[src/rtl/gnos_pkg.sv]
// Shared types, constants and the permutation table of the gradient noise block.
package gnos_pkg;

    localparam int unsigned DEF_MAX_OCTAVES     = 8;
    localparam int unsigned DEF_COORD_FRAC_BITS = 16;

    localparam int unsigned COORD_W    = 32;
    localparam int unsigned SEED_W     = 8;
    localparam int unsigned OCT_CFG_W  = 4;
    localparam int unsigned PERS_W     = 16;
    localparam int unsigned NOISE_W    = 16;
    localparam int unsigned APB_DATA_W = 32;
    localparam int unsigned APB_ADDR_W = 4;
    localparam int unsigned REG_IDX_W  = 2;

    localparam logic [REG_IDX_W-1:0] REG_SEED    = 2'd0;
    localparam logic [REG_IDX_W-1:0] REG_OCTAVES = 2'd1;
    localparam logic [REG_IDX_W-1:0] REG_PERSIST = 2'd2;

    localparam logic [SEED_W-1:0]    SEED_RST    = 8'd0;
    localparam logic [OCT_CFG_W-1:0] OCTAVES_RST = 4'd4;
    localparam logic [PERS_W-1:0]    PERSIST_RST = 16'd8192;

    // shared multiplier: signed 34 x 22 bits
    localparam int unsigned MUL_A_W = 34;
    localparam int unsigned MUL_B_W = 22;
    localparam int unsigned PROD_W  = 56;
    // signed Q16 gradient and interpolation values
    localparam int unsigned VAL_W   = 20;
    localparam int unsigned DIFF_W  = 21;
    localparam int unsigned FRAC_W  = 16;
    localparam int unsigned FADE_W  = 17;
    localparam int unsigned FADEC_W = 20;

    localparam int unsigned FREQ_W     = 32;
    localparam int unsigned FREQ_SHIFT = 14;
    localparam int unsigned FREQ_DVD_W = FREQ_W + FREQ_SHIFT;

    localparam logic [31:0]        Q16_ONE   = 32'd65536;
    localparam logic [FADEC_W-1:0] FADE_K15  = 20'd983040;
    localparam logic [FADEC_W-1:0] FADE_K10  = 20'd655360;

    localparam logic [7:0] PERM [256] = '{
        8'd151, 8'd160, 8'd137, 8'd91,  8'd90,  8'd15,  8'd131, 8'd13,
        8'd201, 8'd95,  8'd96,  8'd53,  8'd194, 8'd233, 8'd7,   8'd225,
        8'd140, 8'd36,  8'd103, 8'd30,  8'd69,  8'd142, 8'd8,   8'd99,
        8'd37,  8'd240, 8'd21,  8'd10,  8'd23,  8'd190, 8'd6,   8'd148,
        8'd247, 8'd120, 8'd234, 8'd75,  8'd0,   8'd26,  8'd197, 8'd62,
        8'd94,  8'd252, 8'd219, 8'd203, 8'd117, 8'd35,  8'd11,  8'd32,
        8'd57,  8'd177, 8'd33,  8'd88,  8'd237, 8'd149, 8'd56,  8'd87,
        8'd174, 8'd20,  8'd125, 8'd136, 8'd171, 8'd168, 8'd68,  8'd175,
        8'd74,  8'd165, 8'd71,  8'd134, 8'd139, 8'd48,  8'd27,  8'd166,
        8'd77,  8'd146, 8'd158, 8'd231, 8'd83,  8'd111, 8'd229, 8'd122,
        8'd60,  8'd211, 8'd133, 8'd230, 8'd220, 8'd105, 8'd92,  8'd41,
        8'd55,  8'd46,  8'd245, 8'd40,  8'd244, 8'd102, 8'd143, 8'd54,
        8'd65,  8'd25,  8'd63,  8'd161, 8'd1,   8'd216, 8'd80,  8'd73,
        8'd209, 8'd76,  8'd132, 8'd187, 8'd208, 8'd89,  8'd18,  8'd169,
        8'd200, 8'd196, 8'd135, 8'd130, 8'd116, 8'd188, 8'd159, 8'd86,
        8'd164, 8'd100, 8'd109, 8'd198, 8'd173, 8'd186, 8'd3,   8'd64,
        8'd52,  8'd217, 8'd226, 8'd250, 8'd124, 8'd123, 8'd5,   8'd202,
        8'd38,  8'd147, 8'd118, 8'd126, 8'd255, 8'd82,  8'd85,  8'd212,
        8'd207, 8'd206, 8'd59,  8'd227, 8'd47,  8'd16,  8'd58,  8'd17,
        8'd182, 8'd189, 8'd28,  8'd42,  8'd223, 8'd183, 8'd170, 8'd213,
        8'd119, 8'd248, 8'd152, 8'd2,   8'd44,  8'd154, 8'd163, 8'd70,
        8'd221, 8'd153, 8'd101, 8'd155, 8'd167, 8'd43,  8'd172, 8'd9,
        8'd129, 8'd22,  8'd39,  8'd253, 8'd19,  8'd98,  8'd108, 8'd110,
        8'd79,  8'd113, 8'd224, 8'd232, 8'd178, 8'd185, 8'd112, 8'd104,
        8'd218, 8'd246, 8'd97,  8'd228, 8'd251, 8'd34,  8'd242, 8'd193,
        8'd238, 8'd210, 8'd144, 8'd12,  8'd191, 8'd179, 8'd162, 8'd241,
        8'd81,  8'd51,  8'd145, 8'd235, 8'd249, 8'd14,  8'd239, 8'd107,
        8'd49,  8'd192, 8'd214, 8'd31,  8'd181, 8'd199, 8'd106, 8'd157,
        8'd184, 8'd84,  8'd204, 8'd176, 8'd115, 8'd121, 8'd50,  8'd45,
        8'd127, 8'd4,   8'd150, 8'd254, 8'd138, 8'd236, 8'd205, 8'd93,
        8'd222, 8'd114, 8'd67,  8'd29,  8'd24,  8'd72,  8'd243, 8'd141,
        8'd128, 8'd195, 8'd78,  8'd66,  8'd215, 8'd61,  8'd156, 8'd180
    };

    // datapath step issued by the sequencer, one per cycle except while OP_FREQ, OP_FWAIT or OP_OUT waits
    typedef enum logic [4:0] {
        OP_NOP,
        OP_MXL,   // x * freq low half
        OP_MXH,   // x * freq high half
        OP_MYL,   // assemble x cell, y * freq low half
        OP_MYH,   // y * freq high half
        OP_HASH1, // assemble y cell, first hash level, fade x start
        OP_HASH2, // corner hashes
        OP_FX3,
        OP_FX4,
        OP_FY1,
        OP_FY2,
        OP_FY3,
        OP_FY4,
        OP_GRAD,  // fade y done, corner gradients
        OP_L1,
        OP_L2,
        OP_L3,
        OP_L4,
        OP_L5,
        OP_ACC1,  // strength * sample
        OP_ACC2,  // accumulate, strength * persistence
        OP_NEXT,  // new strength, start frequency divide
        OP_FREQ,  // wait for frequency quotient
        OP_FIN,   // start normalizing divide
        OP_FWAIT, // wait for normalized quotient
        OP_OUT    // move result to output register
    } gnos_op_t;

    typedef struct packed {
        logic     load;
        gnos_op_t op;
    } gnos_cmd_t;

    typedef struct packed {
        logic div_done;
        logic out_free;
    } gnos_stat_t;

endpackage

[src/rtl/gnos_ctrl.sv]
// Sequencer: octave loop and per-step commands for the datapath.
module gnos_ctrl #(
    parameter int unsigned MAX_OCTAVES = gnos_pkg::DEF_MAX_OCTAVES
) (
    input  logic                             aclk,
    input  logic                             aresetn,
    input  logic                             s_tvalid,
    output logic                             s_tready,
    input  logic [gnos_pkg::OCT_CFG_W-1:0]   octave_count,
    input  gnos_pkg::gnos_stat_t             stat,
    output gnos_pkg::gnos_cmd_t              cmd
);
    import gnos_pkg::*;

    localparam int unsigned OCT_W = $clog2(MAX_OCTAVES + 1);

    typedef enum logic [2:0] {ST_IDLE, ST_RUN, ST_WAIT_F, ST_WAIT_Q, ST_OUT} state_t;

    state_t           state_reg;
    gnos_op_t         op_reg;
    logic [OCT_W-1:0] oct_reg;
    logic [OCT_W-1:0] cnt_reg;
    logic [OCT_W-1:0] cnt_next;
    logic             load;

    // zero runs one octave, above the maximum clamps
    always_comb begin
        if (octave_count == '0) begin
            cnt_next = OCT_W'(1);
        end else if (32'(octave_count) > MAX_OCTAVES) begin
            cnt_next = OCT_W'(MAX_OCTAVES);
        end else begin
            cnt_next = OCT_W'(octave_count);
        end
    end

    assign s_tready = (state_reg == ST_IDLE);
    assign load     = s_tvalid && s_tready;

    always_ff @(posedge aclk) begin
        if (!aresetn) begin
            state_reg <= ST_IDLE;
            op_reg    <= OP_NOP;
            oct_reg   <= OCT_W'(1);
            cnt_reg   <= OCT_W'(1);
        end else begin
            unique case (state_reg)
                ST_IDLE: begin
                    if (s_tvalid) begin
                        state_reg <= ST_RUN;
                        op_reg    <= OP_MXL;
                        oct_reg   <= OCT_W'(1);
                        cnt_reg   <= cnt_next;
                    end
                end
                ST_RUN: begin
                    unique case (op_reg)
                        OP_MXL:   op_reg <= OP_MXH;
                        OP_MXH:   op_reg <= OP_MYL;
                        OP_MYL:   op_reg <= OP_MYH;
                        OP_MYH:   op_reg <= OP_HASH1;
                        OP_HASH1: op_reg <= OP_HASH2;
                        OP_HASH2: op_reg <= OP_FX3;
                        OP_FX3:   op_reg <= OP_FX4;
                        OP_FX4:   op_reg <= OP_FY1;
                        OP_FY1:   op_reg <= OP_FY2;
                        OP_FY2:   op_reg <= OP_FY3;
                        OP_FY3:   op_reg <= OP_FY4;
                        OP_FY4:   op_reg <= OP_GRAD;
                        OP_GRAD:  op_reg <= OP_L1;
                        OP_L1:    op_reg <= OP_L2;
                        OP_L2:    op_reg <= OP_L3;
                        OP_L3:    op_reg <= OP_L4;
                        OP_L4:    op_reg <= OP_L5;
                        OP_L5:    op_reg <= OP_ACC1;
                        OP_ACC1:  op_reg <= OP_ACC2;
                        OP_ACC2:  op_reg <= (oct_reg == cnt_reg) ? OP_FIN : OP_NEXT;
                        OP_NEXT: begin
                            op_reg    <= OP_FREQ;
                            state_reg <= ST_WAIT_F;
                        end
                        OP_FIN: begin
                            op_reg    <= OP_FWAIT;
                            state_reg <= ST_WAIT_Q;
                        end
                        default: begin
                            op_reg    <= OP_NOP;
                            state_reg <= ST_IDLE;
                        end
                    endcase
                end
                ST_WAIT_F: begin
                    if (stat.div_done) begin
                        op_reg    <= OP_MXL;
                        state_reg <= ST_RUN;
                        oct_reg   <= oct_reg + OCT_W'(1);
                    end
                end
                ST_WAIT_Q: begin
                    if (stat.div_done) begin
                        op_reg    <= OP_OUT;
                        state_reg <= ST_OUT;
                    end
                end
                ST_OUT: begin
                    if (stat.out_free) begin
                        op_reg    <= OP_NOP;
                        state_reg <= ST_IDLE;
                    end
                end
                default: begin
                    op_reg    <= OP_NOP;
                    state_reg <= ST_IDLE;
                end
            endcase
        end
    end

    assign cmd.load = load;
    assign cmd.op   = op_reg;

    a_load_starts: assert property (@(posedge aclk) disable iff (!aresetn)
        load |=> (op_reg == OP_MXL) && (oct_reg == OCT_W'(1)))
        else $error("accepted request did not start the first octave");

    a_oct_bound: assert property (@(posedge aclk) disable iff (!aresetn)
        (state_reg != ST_IDLE) |-> (oct_reg <= cnt_reg) && (oct_reg != '0))
        else $error("octave counter out of range");

    a_idle_quiet: assert property (@(posedge aclk) disable iff (!aresetn)
        (state_reg == ST_IDLE) |-> (op_reg == OP_NOP))
        else $error("datapath command issued while idle");

endmodule
[config.mk]
export PLATFORM = sky130hd
export DESIGN_NAME = gnos_ctrl
export DESIGN_NICKNAME = d
export VERILOG_FILES = /design/src/rtl/gnos_pkg.sv /design/src/rtl/gnos_ctrl.sv
export SDC_FILE = /design/constraint.sdc
export NUM_CORES = 1
export LEC_CHECK = 0
export ABC_AREA = 1
export BUFFER_PORTS_ARGS = -buffer_cell sky130_fd_sc_hd__buf_2
export CAP_MARGIN = 5
export CORE_UTILIZATION = 55
export CTS_CLUSTER_SIZE = 10
export DETAILED_ROUTE_END_ITERATION = 8
export PLACE_DENSITY = 0.85
export SYNTH_ARGS = -nofsm -noshare
export SYNTH_HDL_FRONTEND = slang
export SYNTH_SLANG_ARGS = --single-unit
[constraint.sdc]
create_clock -name aclk -period 1.9 [get_ports aclk]
set_clock_uncertainty 0.1 [all_clocks]
set_input_delay 0.285 -clock aclk [delete_from_list [all_inputs] [get_ports aclk]]
set_output_delay 0.285 -clock aclk [all_outputs]
set_load 0.02 [all_outputs]
==> impl_results.md <==
* Status: finished, final reports clean
* Layout cells sized above 1 at 0.2833
* CTS H-tree lvls at 1
* Arrival time of the worst setup path at 1320 ps
* Die Y at 46.18 microns
* Yosys warns at 0
* First-pass GRT wire length at 3684 microns
* Routing usage on met2 at 0.3634
* Number of max-cap violations at 0
* Starting Density at 0.6021
* Post-CTS setup buffer count at 0
* Root Driver: clkbuf_4
* Tightest Hold Check Type: in2reg
* EDFF count, synth at 0
* Pwr/cell area at 972.4 nW/um^2
* Critical Path RT at 1510 ps
* Worst-Skew Late Latency at 290 ps
* GRT overflow at 0
* Largest stage delay, worst path at 350 ps
* Final Hold Fails at 0
* Tcrit/Tclk final at 0.8968
* CP Cell Sequence: inv_2 > nand2_2 > nor2_4 > nand2_2 > inv_1 > buf_2
* Slew at the pin closest to its max-slew limit at 458.9 ps
* CTS Buf Count at 3
* Total number of vias at 1104
* Synthesized net count at 174
* Worst hold slack at 121.1 ps
* Layout net count at 191
* Antenna Nets Post-Route at 0
* CTS tree: done
* Io pins at 16
* Initial antenna violation count at 0
* Drt pass-1 iters at 5
* Largest register FFs at 5
* Static leakage at 0.5505 nW
* P&R area growth vs syn at 12.47%
* #FFs+latches synth at 16
* Max Freq at 0.5869 GHz
* CP most frequent cell: nand2_2
* Seq. cell area at 320.3 sq um
* Hold path depth at 3
* Number of global-route vias before repair at 907
* Post-Synthesis Cells at 164
* DIE AREA at 2133 sq um
* Row count at 15
* VDD IR-drop max at 0.6251 mV
* Synthesized cell area at 1074 sq um
* CTS Buffer Depth at 2
* RSZ-0062 raised after global routing: no
* Ys async rst share at 0
* Final Slew Violations at 0
* Core area at 1783 sq um
* Clock transition at path regs at 100 ps
* Drt via density at 5.385
* CTS sink cnt at 16
* Post-synthesis sequential area ratio at 0.2984
* Relative slew margins at 0.6924
* # port buffers at 15
* Crit path launch type: flop
* Pin count of the biggest net entering global routing at 12
* CTS hold repair buffers at 0
* GR Util met1 at 0.3247
* Drt wl/cell at 11.51 microns
* Antenna diodes at 0
* Synth cell types at 27
* CP max stage cell: dfxtp_1
* CP Capture Type: primary output
* Fin Setup TNS at 0 ps
* CP Class: reg2out
* GR Util met3 at 0.07451
* DRC viols at 0
* Initial drt markers at 37
* Fillers at 160
* Multi-input gate area in the final layout at 673.1 sq um
* Total GRT Usage at 0.2460
* GPL Wtd Cong at 0.9068
* Crit Path Max Fanout at 7
* GRT busiest layer: met2
* Post-detail-place hpwl at 1770 microns
* Worst r2r path cells at 6
* Ys flop type: dfxtp_1
* Setup-failing EPs final at 0
* Post-Syn Area per Cell at 6.546 sq um
* Total routed wirelength at 2360 microns
* Die W at 46.18 microns
* Fin crit period at 1704 ps
report_power, final:
group	leakage, nW	internal, mW	total, mW	switching [mW]
Combinational	0.399	0.166	0.501	0.335
Sequential	0.131	0.377	0.444	0.0670
Clock	0.0210	0.117	0.230	0.113
Total	0.550	0.659	1.17	0.515
final timing paths:
check | slack [ps] | from | end
setup / recovery | 200 | state_reg[0] | cmd[5]
hold / removal | 120 | octave_count[0] | cnt_reg[0]
setup reg to reg | 330 | op_reg[4] | op_reg[4]
hold reg to reg | 380 | cnt_reg[3] | cnt_reg[3]
timing repair:
action	in CTS	in global routing
endpoints found under the setup margin	0	1
gates resized for setup	0	2
endpoints found under the hold margin	0	0
area by class of cell:
type                       instances  share of cell area
inverter                          19             0.05907
multi-input combinational        126              0.5575
clock buffer                       4             0.03005
tap                               25             0.02591
sequential                        16              0.2653
timing repair buffer              15             0.06218
critical path: cells and delay by family (launching register included):
| family | cells | cell delay [ps] |
|---|---|---|
| buffers and inverters | 3 | 310 |
| flip-flops | 1 | 350 |
| AND/OR/NAND/NOR | 3 | 360 |
Yosys cell counts, types with 2 or more instances:
library cell / n / area, sq um
nand2_1: 33 / 123.9
nand3_1: 19 / 95.09
nor2_1: 17 / 63.81
dfxtp_1: 16 / 320.3
a21oi_1: 14 / 70.07
inv_1: 10 / 37.54
inv_2: 9 / 33.78
nor2_2: 8 / 50.05
o21ai_0: 7 / 35.03
nand2_2: 6 / 37.54
nand4_1: 3 / 18.77
nor3_2: 3 / 30.03
xnor2_1: 3 / 26.28
nand3_2: 2 / 20.02
xor2_1: 2 / 17.52
placed cells by master, fill, tap and decap left out, drive strengths merged:
| cell | netlist | routed |
|---|---|---|
| nand3 | 21 | 21 |
| o211ai | 1 | 1 |
| a21oi | 14 | 14 |
| buf | 2 | 15 |
| a211oi | 1 | 1 |
| inv | 19 | 19 |
| nor3 | 3 | 3 |
| a31oi | 1 | 1 |
| clkbuf | 1 | 4 |
| nand3b | 1 | 1 |
| xnor2 | 3 | 3 |
| dfxtp | 16 | 16 |
| a31o | 1 | 1 |
| nor2 | 26 | 26 |
| nand2 | 40 | 40 |
| ha | 1 | 1 |
| xor2 | 2 | 2 |
| o21ai | 8 | 8 |
| nand4 | 3 | 3 |
metal layers:
layer / vias to the layer above / wire length (microns)
met5: - / 0
met4: 0 / 29
met3: 4 / 162
met2: 47 / 1046
met1: 480 / 1122
li1: 573 / -
metrics by stage:
stage / utilization / power, mW / area (sq um) / setup slack, ps / std cells
after floorplan: - / 0.8281 / 1074 / 317.5 / 164
after global placement: 0.6526 / 0.9260 / 1164 / 399.5 / 201
after detailed placement: 0.6526 / 0.9361 / 1164 / 381.3 / 201
after CTS: 0.6730 / 1.168 / 1200 / 45.31 / 205
after global routing: 0.6772 / 1.256 / 1207 / 72.88 / 205
final: 0.6772 / 1.174 / 1207 / 196.1 / 205
kinds of logic after synthesis:
group	synth area share
simple gates	0.4371
compound gates	0.1305
buf+inv	0.08158
flops	0.2984
xor+xnor	0.04080
fa+ha+maj	0.01165
Power figures use the tool's default switching activity.
