[src/rtl/gnos_pkg.sv]
// Shared types, constants and the permutation table of the gradient noise block.
package gnos_pkg;

    localparam int unsigned DEF_MAX_OCTAVES     = 8;
    localparam int unsigned DEF_COORD_FRAC_BITS = 16;

    localparam int unsigned COORD_W    = 32;
    localparam int unsigned SEED_W     = 8;
    localparam int unsigned OCT_CFG_W  = 4;
    localparam int unsigned PERS_W     = 16;
    localparam int unsigned NOISE_W    = 16;
    localparam int unsigned APB_DATA_W = 32;
    localparam int unsigned APB_ADDR_W = 4;
    localparam int unsigned REG_IDX_W  = 2;

    localparam logic [REG_IDX_W-1:0] REG_SEED    = 2'd0;
    localparam logic [REG_IDX_W-1:0] REG_OCTAVES = 2'd1;
    localparam logic [REG_IDX_W-1:0] REG_PERSIST = 2'd2;

    localparam logic [SEED_W-1:0]    SEED_RST    = 8'd0;
    localparam logic [OCT_CFG_W-1:0] OCTAVES_RST = 4'd4;
    localparam logic [PERS_W-1:0]    PERSIST_RST = 16'd8192;

    // shared multiplier: signed 34 x 22 bits
    localparam int unsigned MUL_A_W = 34;
    localparam int unsigned MUL_B_W = 22;
    localparam int unsigned PROD_W  = 56;
    // signed Q16 gradient and interpolation values
    localparam int unsigned VAL_W   = 20;
    localparam int unsigned DIFF_W  = 21;
    localparam int unsigned FRAC_W  = 16;
    localparam int unsigned FADE_W  = 17;
    localparam int unsigned FADEC_W = 20;

    localparam int unsigned FREQ_W     = 32;
    localparam int unsigned FREQ_SHIFT = 14;
    localparam int unsigned FREQ_DVD_W = FREQ_W + FREQ_SHIFT;

    localparam logic [31:0]        Q16_ONE   = 32'd65536;
    localparam logic [FADEC_W-1:0] FADE_K15  = 20'd983040;
    localparam logic [FADEC_W-1:0] FADE_K10  = 20'd655360;

    localparam logic [7:0] PERM [256] = '{
        8'd151, 8'd160, 8'd137, 8'd91,  8'd90,  8'd15,  8'd131, 8'd13,
        8'd201, 8'd95,  8'd96,  8'd53,  8'd194, 8'd233, 8'd7,   8'd225,
        8'd140, 8'd36,  8'd103, 8'd30,  8'd69,  8'd142, 8'd8,   8'd99,
        8'd37,  8'd240, 8'd21,  8'd10,  8'd23,  8'd190, 8'd6,   8'd148,
        8'd247, 8'd120, 8'd234, 8'd75,  8'd0,   8'd26,  8'd197, 8'd62,
        8'd94,  8'd252, 8'd219, 8'd203, 8'd117, 8'd35,  8'd11,  8'd32,
        8'd57,  8'd177, 8'd33,  8'd88,  8'd237, 8'd149, 8'd56,  8'd87,
        8'd174, 8'd20,  8'd125, 8'd136, 8'd171, 8'd168, 8'd68,  8'd175,
        8'd74,  8'd165, 8'd71,  8'd134, 8'd139, 8'd48,  8'd27,  8'd166,
        8'd77,  8'd146, 8'd158, 8'd231, 8'd83,  8'd111, 8'd229, 8'd122,
        8'd60,  8'd211, 8'd133, 8'd230, 8'd220, 8'd105, 8'd92,  8'd41,
        8'd55,  8'd46,  8'd245, 8'd40,  8'd244, 8'd102, 8'd143, 8'd54,
        8'd65,  8'd25,  8'd63,  8'd161, 8'd1,   8'd216, 8'd80,  8'd73,
        8'd209, 8'd76,  8'd132, 8'd187, 8'd208, 8'd89,  8'd18,  8'd169,
        8'd200, 8'd196, 8'd135, 8'd130, 8'd116, 8'd188, 8'd159, 8'd86,
        8'd164, 8'd100, 8'd109, 8'd198, 8'd173, 8'd186, 8'd3,   8'd64,
        8'd52,  8'd217, 8'd226, 8'd250, 8'd124, 8'd123, 8'd5,   8'd202,
        8'd38,  8'd147, 8'd118, 8'd126, 8'd255, 8'd82,  8'd85,  8'd212,
        8'd207, 8'd206, 8'd59,  8'd227, 8'd47,  8'd16,  8'd58,  8'd17,
        8'd182, 8'd189, 8'd28,  8'd42,  8'd223, 8'd183, 8'd170, 8'd213,
        8'd119, 8'd248, 8'd152, 8'd2,   8'd44,  8'd154, 8'd163, 8'd70,
        8'd221, 8'd153, 8'd101, 8'd155, 8'd167, 8'd43,  8'd172, 8'd9,
        8'd129, 8'd22,  8'd39,  8'd253, 8'd19,  8'd98,  8'd108, 8'd110,
        8'd79,  8'd113, 8'd224, 8'd232, 8'd178, 8'd185, 8'd112, 8'd104,
        8'd218, 8'd246, 8'd97,  8'd228, 8'd251, 8'd34,  8'd242, 8'd193,
        8'd238, 8'd210, 8'd144, 8'd12,  8'd191, 8'd179, 8'd162, 8'd241,
        8'd81,  8'd51,  8'd145, 8'd235, 8'd249, 8'd14,  8'd239, 8'd107,
        8'd49,  8'd192, 8'd214, 8'd31,  8'd181, 8'd199, 8'd106, 8'd157,
        8'd184, 8'd84,  8'd204, 8'd176, 8'd115, 8'd121, 8'd50,  8'd45,
        8'd127, 8'd4,   8'd150, 8'd254, 8'd138, 8'd236, 8'd205, 8'd93,
        8'd222, 8'd114, 8'd67,  8'd29,  8'd24,  8'd72,  8'd243, 8'd141,
        8'd128, 8'd195, 8'd78,  8'd66,  8'd215, 8'd61,  8'd156, 8'd180
    };

    // datapath step issued by the sequencer, one per cycle except while OP_FREQ, OP_FWAIT or OP_OUT waits
    typedef enum logic [4:0] {
        OP_NOP,
        OP_MXL,   // x * freq low half
        OP_MXH,   // x * freq high half
        OP_MYL,   // assemble x cell, y * freq low half
        OP_MYH,   // y * freq high half
        OP_HASH1, // assemble y cell, first hash level, fade x start
        OP_HASH2, // corner hashes
        OP_FX3,
        OP_FX4,
        OP_FY1,
        OP_FY2,
        OP_FY3,
        OP_FY4,
        OP_GRAD,  // fade y done, corner gradients
        OP_L1,
        OP_L2,
        OP_L3,
        OP_L4,
        OP_L5,
        OP_ACC1,  // strength * sample
        OP_ACC2,  // accumulate, strength * persistence
        OP_NEXT,  // new strength, start frequency divide
        OP_FREQ,  // wait for frequency quotient
        OP_FIN,   // start normalizing divide
        OP_FWAIT, // wait for normalized quotient
        OP_OUT    // move result to output register
    } gnos_op_t;

    typedef struct packed {
        logic     load;
        gnos_op_t op;
    } gnos_cmd_t;

    typedef struct packed {
        logic div_done;
        logic out_free;
    } gnos_stat_t;

endpackage

[src/rtl/gnos_div.sv]
// Restoring serial divider, one quotient bit per cycle.
module gnos_div #(
    parameter int unsigned N_W   = 54,
    parameter int unsigned D_W   = 38,
    parameter int unsigned CNT_W = $clog2(N_W + 1)
) (
    input  logic             aclk,
    input  logic             aresetn,
    input  logic             start,
    input  logic [N_W-1:0]   dividend,  // left aligned
    input  logic [D_W-1:0]   divisor,
    input  logic [CNT_W-1:0] iters,
    output logic             busy,
    output logic             done,
    output logic [N_W-1:0]   quotient
);

    logic             busy_reg;
    logic             done_reg;
    logic [CNT_W-1:0] cnt_reg;
    logic [N_W-1:0]   dvd_reg;
    logic [N_W-1:0]   quo_reg;
    logic [D_W-1:0]   rem_reg;
    logic [D_W-1:0]   div_reg;
    logic [D_W:0]     rem_try;
    logic             take;
    logic [D_W:0]     rem_sub;

    assign rem_try = {rem_reg, dvd_reg[N_W-1]};
    assign take    = rem_try >= {1'b0, div_reg};
    assign rem_sub = rem_try - {1'b0, div_reg};

    always_ff @(posedge aclk) begin
        if (!aresetn) begin
            busy_reg <= 1'b0;
            done_reg <= 1'b0;
            cnt_reg  <= '0;
        end else begin
            done_reg <= busy_reg && (cnt_reg == CNT_W'(1));
            if (start) begin
                busy_reg <= 1'b1;
                cnt_reg  <= iters;
            end else if (busy_reg) begin
                cnt_reg <= cnt_reg - CNT_W'(1);
                if (cnt_reg == CNT_W'(1)) begin
                    busy_reg <= 1'b0;
                end
            end
        end
    end

    always_ff @(posedge aclk) begin
        if (start) begin
            dvd_reg <= dividend;
            div_reg <= divisor;
            rem_reg <= '0;
            quo_reg <= '0;
        end else if (busy_reg) begin
            dvd_reg <= {dvd_reg[N_W-2:0], 1'b0};
            rem_reg <= take ? rem_sub[D_W-1:0] : rem_try[D_W-1:0];
            quo_reg <= {quo_reg[N_W-2:0], take};
        end
    end

    assign busy     = busy_reg;
    assign done     = done_reg;
    assign quotient = quo_reg;

    a_no_restart: assert property (@(posedge aclk) disable iff (!aresetn)
        start |-> !busy_reg)
        else $error("divider restarted while busy");

    a_done_idle: assert property (@(posedge aclk) disable iff (!aresetn)
        done_reg |-> !busy_reg)
        else $error("divider done while still busy");

    a_last_step: assert property (@(posedge aclk) disable iff (!aresetn)
        (busy_reg && !start && cnt_reg == CNT_W'(1)) |=> done_reg)
        else $error("divider missed its done pulse");

endmodule

[src/rtl/gnos_dp.sv]
// Datapath: shared multiplier, hash lookups, fade, blending, accumulation and divides.
module gnos_dp #(
    parameter int unsigned MAX_OCTAVES     = gnos_pkg::DEF_MAX_OCTAVES,
    parameter int unsigned COORD_FRAC_BITS = gnos_pkg::DEF_COORD_FRAC_BITS
) (
    input  logic                              aclk,
    input  logic                              aresetn,
    input  gnos_pkg::gnos_cmd_t               cmd,
    output gnos_pkg::gnos_stat_t              stat,
    input  logic signed [gnos_pkg::COORD_W-1:0] coord_x,
    input  logic signed [gnos_pkg::COORD_W-1:0] coord_y,
    input  logic [gnos_pkg::SEED_W-1:0]       seed,
    input  logic [gnos_pkg::PERS_W-1:0]       persistence,
    output logic                              m_tvalid,
    input  logic                              m_tready,
    output logic signed [gnos_pkg::NOISE_W-1:0] noise_value
);
    import gnos_pkg::*;

    localparam int unsigned LOG_OCT = $clog2(MAX_OCTAVES + 1);
    localparam int unsigned ACC_W   = 50 + LOG_OCT;
    localparam int unsigned TOT_W   = 32 + LOG_OCT;
    localparam int unsigned DIV_N   = ACC_W;
    localparam int unsigned DIV_D   = TOT_W + 2;
    localparam int unsigned CNT_W   = $clog2(DIV_N + 1);
    localparam int unsigned PW      = COORD_FRAC_BITS + 24;

    function automatic logic [FADE_W-1:0] fade_clamp(input logic [FADEC_W-1:0] f);
        if (f > FADEC_W'(Q16_ONE)) begin
            return FADE_W'(Q16_ONE);
        end
        return f[FADE_W-1:0];
    endfunction

    function automatic logic signed [VAL_W-1:0] grad(input logic [1:0] h,
                                                      input logic signed [VAL_W-1:0] dx,
                                                      input logic signed [VAL_W-1:0] dy);
        logic signed [VAL_W-1:0] g;
        unique case (h)
            2'd0:    g = dx + dy;
            2'd1:    g = dy - dx;
            2'd2:    g = -dx - dy;
            default: g = dx - dy;
        endcase
        return g;
    endfunction

    logic signed [COORD_W-1:0] x_reg, y_reg;
    logic [FREQ_W-1:0]         freq_reg, str_reg;
    logic signed [ACC_W-1:0]   acc_reg;
    logic [TOT_W-1:0]          total_reg;
    logic [7:0]                xoff_reg, yoff_reg;
    logic signed [PROD_W-1:0]  prod_reg;
    logic [PW-1:0]             lo_reg;
    logic [7:0]                cx_reg, cy_reg, h0_reg, h1_reg;
    logic [FRAC_W-1:0]         fx_reg, fy_reg;
    logic [1:0]                hbl_reg, htl_reg, hbr_reg, htr_reg;
    logic [FADEC_W-1:0]        c_reg;
    logic [FADE_W-1:0]         u_reg, v_reg;
    logic signed [VAL_W-1:0]   gbl_reg, gtl_reg, gbr_reg, gtr_reg;
    logic signed [VAL_W-1:0]   x1_reg, x2_reg, sample_reg;
    logic signed [NOISE_W-1:0] res_reg;
    logic signed [NOISE_W-1:0] out_reg;
    logic                      out_valid_reg;

    logic signed [MUL_A_W-1:0] mul_a;
    logic signed [MUL_B_W-1:0] mul_b;
    logic [PW-1:0]             p_sum;
    logic [FADEC_W-1:0]        fx_lin, fy_lin;
    logic signed [VAL_W-1:0]   dx0, dx1, dy0, dy1, lerp_part;
    logic signed [DIFF_W-1:0]  diff_y0, diff_y1, diff_x;
    logic [FADEC_W-1:0]        fade_hi;
    logic [7:0]                h0_idx;

    logic                      div_start, div_busy, div_done;
    logic [DIV_N-1:0]          div_dvd, quo;
    logic [DIV_D-1:0]          div_dsr;
    logic [CNT_W-1:0]          div_iters;
    logic [ACC_W-1:0]          acc_mag;
    logic                      out_free;

    assign p_sum     = lo_reg + {prod_reg[PW-17:0], 16'b0};
    assign fx_lin    = FADE_K15 - (FADEC_W'({fx_reg, 2'b0}) + FADEC_W'({fx_reg, 1'b0}));
    assign fy_lin    = FADE_K15 - (FADEC_W'({fy_reg, 2'b0}) + FADEC_W'({fy_reg, 1'b0}));
    assign fade_hi   = prod_reg[35:16];
    assign lerp_part = prod_reg[16+VAL_W-1:16];
    assign dx0       = VAL_W'(signed'({1'b0, fx_reg}));
    assign dy0       = VAL_W'(signed'({1'b0, fy_reg}));
    assign dx1       = dx0 - VAL_W'(signed'({1'b0, Q16_ONE[16:0]}));
    assign dy1       = dy0 - VAL_W'(signed'({1'b0, Q16_ONE[16:0]}));
    assign diff_y0   = DIFF_W'(gtl_reg) - DIFF_W'(gbl_reg);
    assign diff_y1   = DIFF_W'(gtr_reg) - DIFF_W'(gbr_reg);
    assign diff_x    = DIFF_W'(x2_reg) - DIFF_W'(x1_reg);
    assign h0_idx    = cx_reg + 8'd1;
    assign acc_mag   = acc_reg[ACC_W-1] ? ACC_W'(-acc_reg) : ACC_W'(acc_reg);
    assign out_free  = !out_valid_reg || m_tready;

    // operand select for the shared multiplier
    always_comb begin
        mul_a = '0;
        mul_b = '0;
        unique case (cmd.op)
            OP_MXL:  begin mul_a = MUL_A_W'(x_reg); mul_b = MUL_B_W'({1'b0, freq_reg[15:0]}); end
            OP_MXH:  begin mul_a = MUL_A_W'(x_reg); mul_b = MUL_B_W'({1'b0, freq_reg[31:16]}); end
            OP_MYL:  begin mul_a = MUL_A_W'(y_reg); mul_b = MUL_B_W'({1'b0, freq_reg[15:0]}); end
            OP_MYH:  begin mul_a = MUL_A_W'(y_reg); mul_b = MUL_B_W'({1'b0, freq_reg[31:16]}); end
            OP_HASH1: begin mul_a = MUL_A_W'({1'b0, fx_reg}); mul_b = MUL_B_W'({1'b0, fx_lin}); end
            OP_HASH2: begin mul_a = MUL_A_W'({1'b0, fx_reg}); mul_b = MUL_B_W'({1'b0, fx_reg}); end
            OP_FX3:  begin
                mul_a = MUL_A_W'({1'b0, prod_reg[31:16]});
                mul_b = MUL_B_W'({1'b0, fx_reg});
            end
            OP_FX4, OP_FY4: begin
                mul_a = MUL_A_W'({1'b0, prod_reg[31:16]});
                mul_b = MUL_B_W'({1'b0, c_reg});
            end
            OP_FY1:  begin mul_a = MUL_A_W'({1'b0, fy_reg}); mul_b = MUL_B_W'({1'b0, fy_lin}); end
            OP_FY2:  begin mul_a = MUL_A_W'({1'b0, fy_reg}); mul_b = MUL_B_W'({1'b0, fy_reg}); end
            OP_FY3:  begin
                mul_a = MUL_A_W'({1'b0, prod_reg[31:16]});
                mul_b = MUL_B_W'({1'b0, fy_reg});
            end
            OP_L1:   begin mul_a = MUL_A_W'(diff_y0); mul_b = MUL_B_W'({1'b0, v_reg}); end
            OP_L2:   begin mul_a = MUL_A_W'(diff_y1); mul_b = MUL_B_W'({1'b0, v_reg}); end
            OP_L4:   begin mul_a = MUL_A_W'(diff_x);  mul_b = MUL_B_W'({1'b0, u_reg}); end
            OP_ACC1: begin mul_a = MUL_A_W'({1'b0, str_reg}); mul_b = MUL_B_W'(sample_reg); end
            OP_ACC2: begin
                mul_a = MUL_A_W'({1'b0, str_reg});
                mul_b = MUL_B_W'({1'b0, persistence});
            end
            default: begin mul_a = '0; mul_b = '0; end
        endcase
    end

    // divider request: next frequency or final normalization
    always_comb begin
        div_start = (cmd.op == OP_NEXT) || (cmd.op == OP_FIN);
        if (cmd.op == OP_FIN) begin
            div_dvd   = DIV_N'(acc_mag);
            div_dsr   = {total_reg, 2'b00};
            div_iters = CNT_W'(DIV_N);
        end else begin
            div_dvd   = DIV_N'({freq_reg, {FREQ_SHIFT{1'b0}}}) << (DIV_N - FREQ_DVD_W);
            div_dsr   = DIV_D'(persistence);
            div_iters = CNT_W'(FREQ_DVD_W);
        end
    end

    gnos_div #(
        .N_W   (DIV_N),
        .D_W   (DIV_D),
        .CNT_W (CNT_W)
    ) u_div (
        .aclk     (aclk),
        .aresetn  (aresetn),
        .start    (div_start),
        .dividend (div_dvd),
        .divisor  (div_dsr),
        .iters    (div_iters),
        .busy     (div_busy),
        .done     (div_done),
        .quotient (quo)
    );

    always_ff @(posedge aclk) begin
        prod_reg <= mul_a * mul_b;
        if (cmd.load) begin
            x_reg     <= coord_x;
            y_reg     <= coord_y;
            freq_reg  <= Q16_ONE;
            str_reg   <= Q16_ONE;
            acc_reg   <= '0;
            total_reg <= '0;
            xoff_reg  <= PERM[seed];
            yoff_reg  <= PERM[8'(seed + 8'd1)];
        end
        unique case (cmd.op)
            OP_MXH, OP_MYH: lo_reg <= prod_reg[PW-1:0];
            OP_MYL: begin
                cx_reg <= p_sum[PW-1:PW-8] + xoff_reg;
                fx_reg <= p_sum[COORD_FRAC_BITS+15:COORD_FRAC_BITS];
            end
            OP_HASH1: begin
                cy_reg <= p_sum[PW-1:PW-8] + yoff_reg;
                fy_reg <= p_sum[COORD_FRAC_BITS+15:COORD_FRAC_BITS];
                h0_reg <= PERM[cx_reg];
                h1_reg <= PERM[h0_idx];
            end
            OP_HASH2: begin
                hbl_reg <= PERM[8'(h0_reg + cy_reg)][1:0];
                htl_reg <= PERM[8'(h0_reg + cy_reg + 8'd1)][1:0];
                hbr_reg <= PERM[8'(h1_reg + cy_reg)][1:0];
                htr_reg <= PERM[8'(h1_reg + cy_reg + 8'd1)][1:0];
                c_reg   <= FADE_K10 - fade_hi;
            end
            OP_FY1: u_reg <= fade_clamp(fade_hi);
            OP_FY2: c_reg <= FADE_K10 - fade_hi;
            OP_GRAD: begin
                v_reg   <= fade_clamp(fade_hi);
                gbl_reg <= grad(hbl_reg, dx0, dy0);
                gtl_reg <= grad(htl_reg, dx0, dy1);
                gbr_reg <= grad(hbr_reg, dx1, dy0);
                gtr_reg <= grad(htr_reg, dx1, dy1);
            end
            OP_L2:   x1_reg     <= gbl_reg + lerp_part;
            OP_L3:   x2_reg     <= gbr_reg + lerp_part;
            OP_L5:   sample_reg <= x1_reg + lerp_part;
            OP_ACC1: total_reg  <= total_reg + TOT_W'(str_reg);
            OP_ACC2: acc_reg    <= acc_reg + ACC_W'(prod_reg);
            OP_NEXT: begin
                if (prod_reg[47:46] != 2'b00) begin
                    str_reg <= '1;
                end else begin
                    str_reg <= prod_reg[45:14];
                end
            end
            OP_FREQ: begin
                if (div_done) begin
                    freq_reg <= (quo[DIV_N-1:FREQ_W] != '0) ? '1 : quo[FREQ_W-1:0];
                end
            end
            OP_FWAIT: begin
                if (div_done) begin
                    if (acc_reg[ACC_W-1]) begin
                        res_reg <= (quo > DIV_N'(32768)) ? NOISE_W'(-32768)
                                                         : NOISE_W'(-quo[NOISE_W:0]);
                    end else begin
                        res_reg <= (quo > DIV_N'(32767)) ? NOISE_W'(32767)
                                                         : quo[NOISE_W-1:0];
                    end
                end
            end
            default: ;
        endcase
    end

    // output register: hold result until taken
    always_ff @(posedge aclk) begin
        if (!aresetn) begin
            out_valid_reg <= 1'b0;
        end else if ((cmd.op == OP_OUT) && out_free) begin
            out_valid_reg <= 1'b1;
        end else if (m_tready) begin
            out_valid_reg <= 1'b0;
        end
    end

    always_ff @(posedge aclk) begin
        if ((cmd.op == OP_OUT) && out_free) begin
            out_reg <= res_reg;
        end
    end

    assign stat.div_done = div_done && !div_busy;
    assign stat.out_free = out_free;
    assign m_tvalid      = out_valid_reg;
    assign noise_value   = out_reg;

endmodule

[config.mk]
export PLATFORM = sky130hd
export DESIGN_NAME = gnos_dp
export DESIGN_NICKNAME = d
export VERILOG_FILES = /design/src/rtl/gnos_pkg.sv /design/src/rtl/gnos_div.sv /design/src/rtl/gnos_dp.sv
export SDC_FILE = /design/constraint.sdc
export NUM_CORES = 2
export LEC_CHECK = 0
export ABC_AREA = 1
export BUFFER_PORTS_ARGS = -buffer_cell sky130_fd_sc_hd__buf_2
export CAP_MARGIN = 30
export CORE_ASPECT_RATIO = 1.2
export CORE_MARGIN = 2
export CORE_UTILIZATION = 30
export CTS_CLUSTER_SIZE = 8
export DETAILED_ROUTE_END_ITERATION = 7
export GPL_TIMING_DRIVEN = 0
export PLACE_DENSITY_LB_ADDON = 0.1
export REMOVE_ABC_BUFFERS = 1
export SLEW_MARGIN = 20
export SYNTH_ARGS = -nofsm -noshare
export SYNTH_HDL_FRONTEND = slang
export SYNTH_HIERARCHICAL = 1
export SYNTH_SLANG_ARGS = --single-unit
export TNS_END_PERCENT = 5
[constraint.sdc]
create_clock -name aclk -period 21.8 [get_ports aclk]
set_clock_uncertainty 0.1 [all_clocks]
set_input_delay 4.36 -clock aclk [delete_from_list [all_inputs] [get_ports aclk]]
set_output_delay 4.36 -clock aclk [all_outputs]
set_load 0.1 [all_outputs]
==> key figures <==
Outcome
  • Outcome: finished clean

Setup path
  • Crit end category: flop
  • Crit path kind: input port to flop
  • Critical Path AT: 14.92 ns
  • CP Launch Type: input port
  • CP delay by family, top: adder cells
  • Top cell by count, worst path: fa_1
  • Critical-path maximum fanout: 54
  • Critical R2R Launch: fx_reg[9]
  • Slowest cell on the critical path: inv_2
  • CP peak stage delay: 0.95 ns
  • CP bufs+invs: 9
  • Critical Path RT: 22.38 ns
  • Worst setup path startpoint: cmd[1]

GRT
  • Vias in the first global route: 94,394
  • Initial antenna violation count: 15
  • Largest net degree at the start of global routing: 80
  • GR Overflow Total: 0
  • Overall routing resource usage: 26.5%
  • First-pass GRT wire length: 644 mm

Yosys
  • Commonest cells post-synth: nand2_1 (3,230), inv_1 (2,020), nor2_1 (1,272), nand3_1 (977), o21ai_0 (880)
  • Avg Cell Area, Syn: 7.18 um2
  • Distinct cells, synth: 79
  • Dominant cell type by area after synthesis: edfxtp_1
  • Area contributors post-synth: edfxtp_1 (19%), fa_1 (15%), nand2_1 (12%), ha_1 (8.4%), inv_1 (7.8%)
  • Number of synthesized register bits: 799
  • Ys flop type: edfxtp_1
  • Seq/Total Area, Yosys: 22.8%
  • Yosys top cell area share: 18.9%
  • Async set or reset register ratio after synthesis: 0%
  • Syn. warnings: 6
  • Cell Area, Synth: 97,100 um2
  • Cells after Synth: 13,523
  • Number of flops mapped to enable cells by yosys: 612
  • Most frequent cell after synthesis: nand2_1

Hold path
  • Hold Path Class: flop to flop
  • Hold path startpoint: res_reg[8]

Clock network
  • Longest Clk Path Bufs: 4
  • H-tree levels: 3
  • CTS tree: built
  • Post-CTS Resized: 0
  • Worst skew pair latency: 0.92 ns
  • Clock sink count: 799
  • Setup Buffers After CTS: 0
  • Num CTS Buffers: 118
  • CTS root buffer: clkbuf_16
  • Hold_buf cts: 0
  • Clock transition at path regs: 0.05 ns

STA
  • Slew Viols, Final: 0
  • Fmax: 69.7 MHz
  • Slew @ Worst Pin: 1.28 ns
  • RSZ-0062 raised after global routing: false
  • Final setup violating endpoints: 0
  • Sum Neg Setup Slack: 0 ns
  • Slew headroom: 14.7%
  • Fin. Hold Viols: 0
  • Final WS setup: 7.46 ns
  • Post-layout min period: 14.34 ns
  • Post-route clock period utilization: 65.8%

Place
  • DP HPWL: 356 mm
  • Dpl cells: 17,570
  • Setup Slack @ Placement: 6.81 ns
  • # port buffers: 115
  • Gpl congestion: 0.976
  • Placed instance area: 104,000 um2

Floorplan
  • Die width: 523 um
  • Initial Util: 30.2%
  • Rows: 228
  • Die height: 627 um
  • I/O Pins: 116
  • Die area: 328,000 um2
  • Total core area: 322,000 um2

Layout
  • Area Overhead vs Synth: 10.5%
  • Layout Cells excl Fill: 17,768
  • Layout cells sized above 1: 4.82%
  • Post-layout util: 33.3%
  • Design area: 107,000 um2
  • Layout net count: 14,928

Detailed routing
  • Routed WL: 443 mm
  • Routed Antenna Nets: 0
  • Vias: 94,654
  • DRC viols: 0
  • Drt wl/cell: 25.0 um
  • DR iter-0 viols: 8,552
  • Initial DRT Pass Iterations: 8
  • Vias per cell: 5.33

Power and ir drop
  • P_leak: 0.0497 uW
  • Pwr dens: 75.4 nW/um2
  • Max VDD drop: 0.0669 mV

Run
  • Max Cap Viol: 0
-- per-layer routing --
| layer | GRT usage [%] | routed length [um] | up-vias |
|---|---|---|---|
| met2 | 44.6 | 209000 | 3264 |
| met5 | 0 | 18 | - |
| li1 | - | - | 44289 |
| met4 | 12.1 | 23100 | 2 |
| met1 | 34.0 | 189000 | 46244 |
| met3 | 2.54 | 22300 | 855 |
-- path summary, 6_finish.rpt --
kind               endpoint  slack (ns)  cells past startpoint
min          noise_value[8]        0.32                      0
min reg2reg  noise_value[8]        0.32                      0
max            prod_reg[36]        7.46                     34
max reg2reg    prod_reg[36]       10.67                     36
-- cell families after synthesis --
kind of cell,Yosys count,share of synthesized area (%)
buffers and inverters,2563,10.3
flip-flops,799,22.8
AO/OA/AOI/OAI,2416,14.4
XOR/XNOR,288,2.60
other,2,0.00773
AND/OR/NAND/NOR,6065,26.4
adder cells (fa/ha/maj),1390,23.6
-- layout by cell type (no fill, tap or decap), types with 46 or more instances in the layout --
| cell type | instances |
|---|---|
| a21o_1 | 46 |
| a21oi_1 | 783 |
| a31oi_1 | 77 |
| buf_2 | 118 |
| clkbuf_1 | 57 |
| clkbuf_16 | 120 |
| dfxtp_1 | 171 |
| edfxtp_1 | 612 |
| fa_1 | 737 |
| ha_1 | 651 |
| inv_1 | 2010 |
| inv_2 | 59 |
| nand2_1 | 3218 |
| nand3_1 | 973 |
| nand4_1 | 190 |
| nor2_1 | 1252 |
| nor3_1 | 174 |
| o211ai_1 | 150 |
| o21ai_0 | 880 |
| o221ai_1 | 48 |
| o22ai_1 | 97 |
| xnor2_1 | 66 |
| xor2_1 | 217 |
-- through the flow --
| step | hold WS [ns] | total power, uW |
|---|---|---|
| after detailed placement | 0.311 | 6320 |
| after global placement | 0.305 | 6250 |
| after CTS | 0.323 | 8120 |
| after floorplan | 0.300 | 4620 |
| after global routing | 0.334 | 8630 |
| final | 0.322 | 8090 |
-- cell type report --
class                   count  area (um2)
inverters                2098        7900
well taps                4255        5320
fillers                 35298      214000
flip-flops and latches    799       22100
clock inverters            10         136
clock buffers             178        3230
repair buffers            253        3120
diodes                      4        10.0
multi-input cells       10171       65500
-- report_power, final --
group | leakage (uW) | internal, uW | switching (uW)
logic | 0.0408 | 1310 | 2850
registers | 0.00729 | 1880 | 291
clock network | 0.00162 | 1020 | 739
total | 0.0497 | 4210 | 3880
No activity file was read; power rests on OpenSTA's default activity.
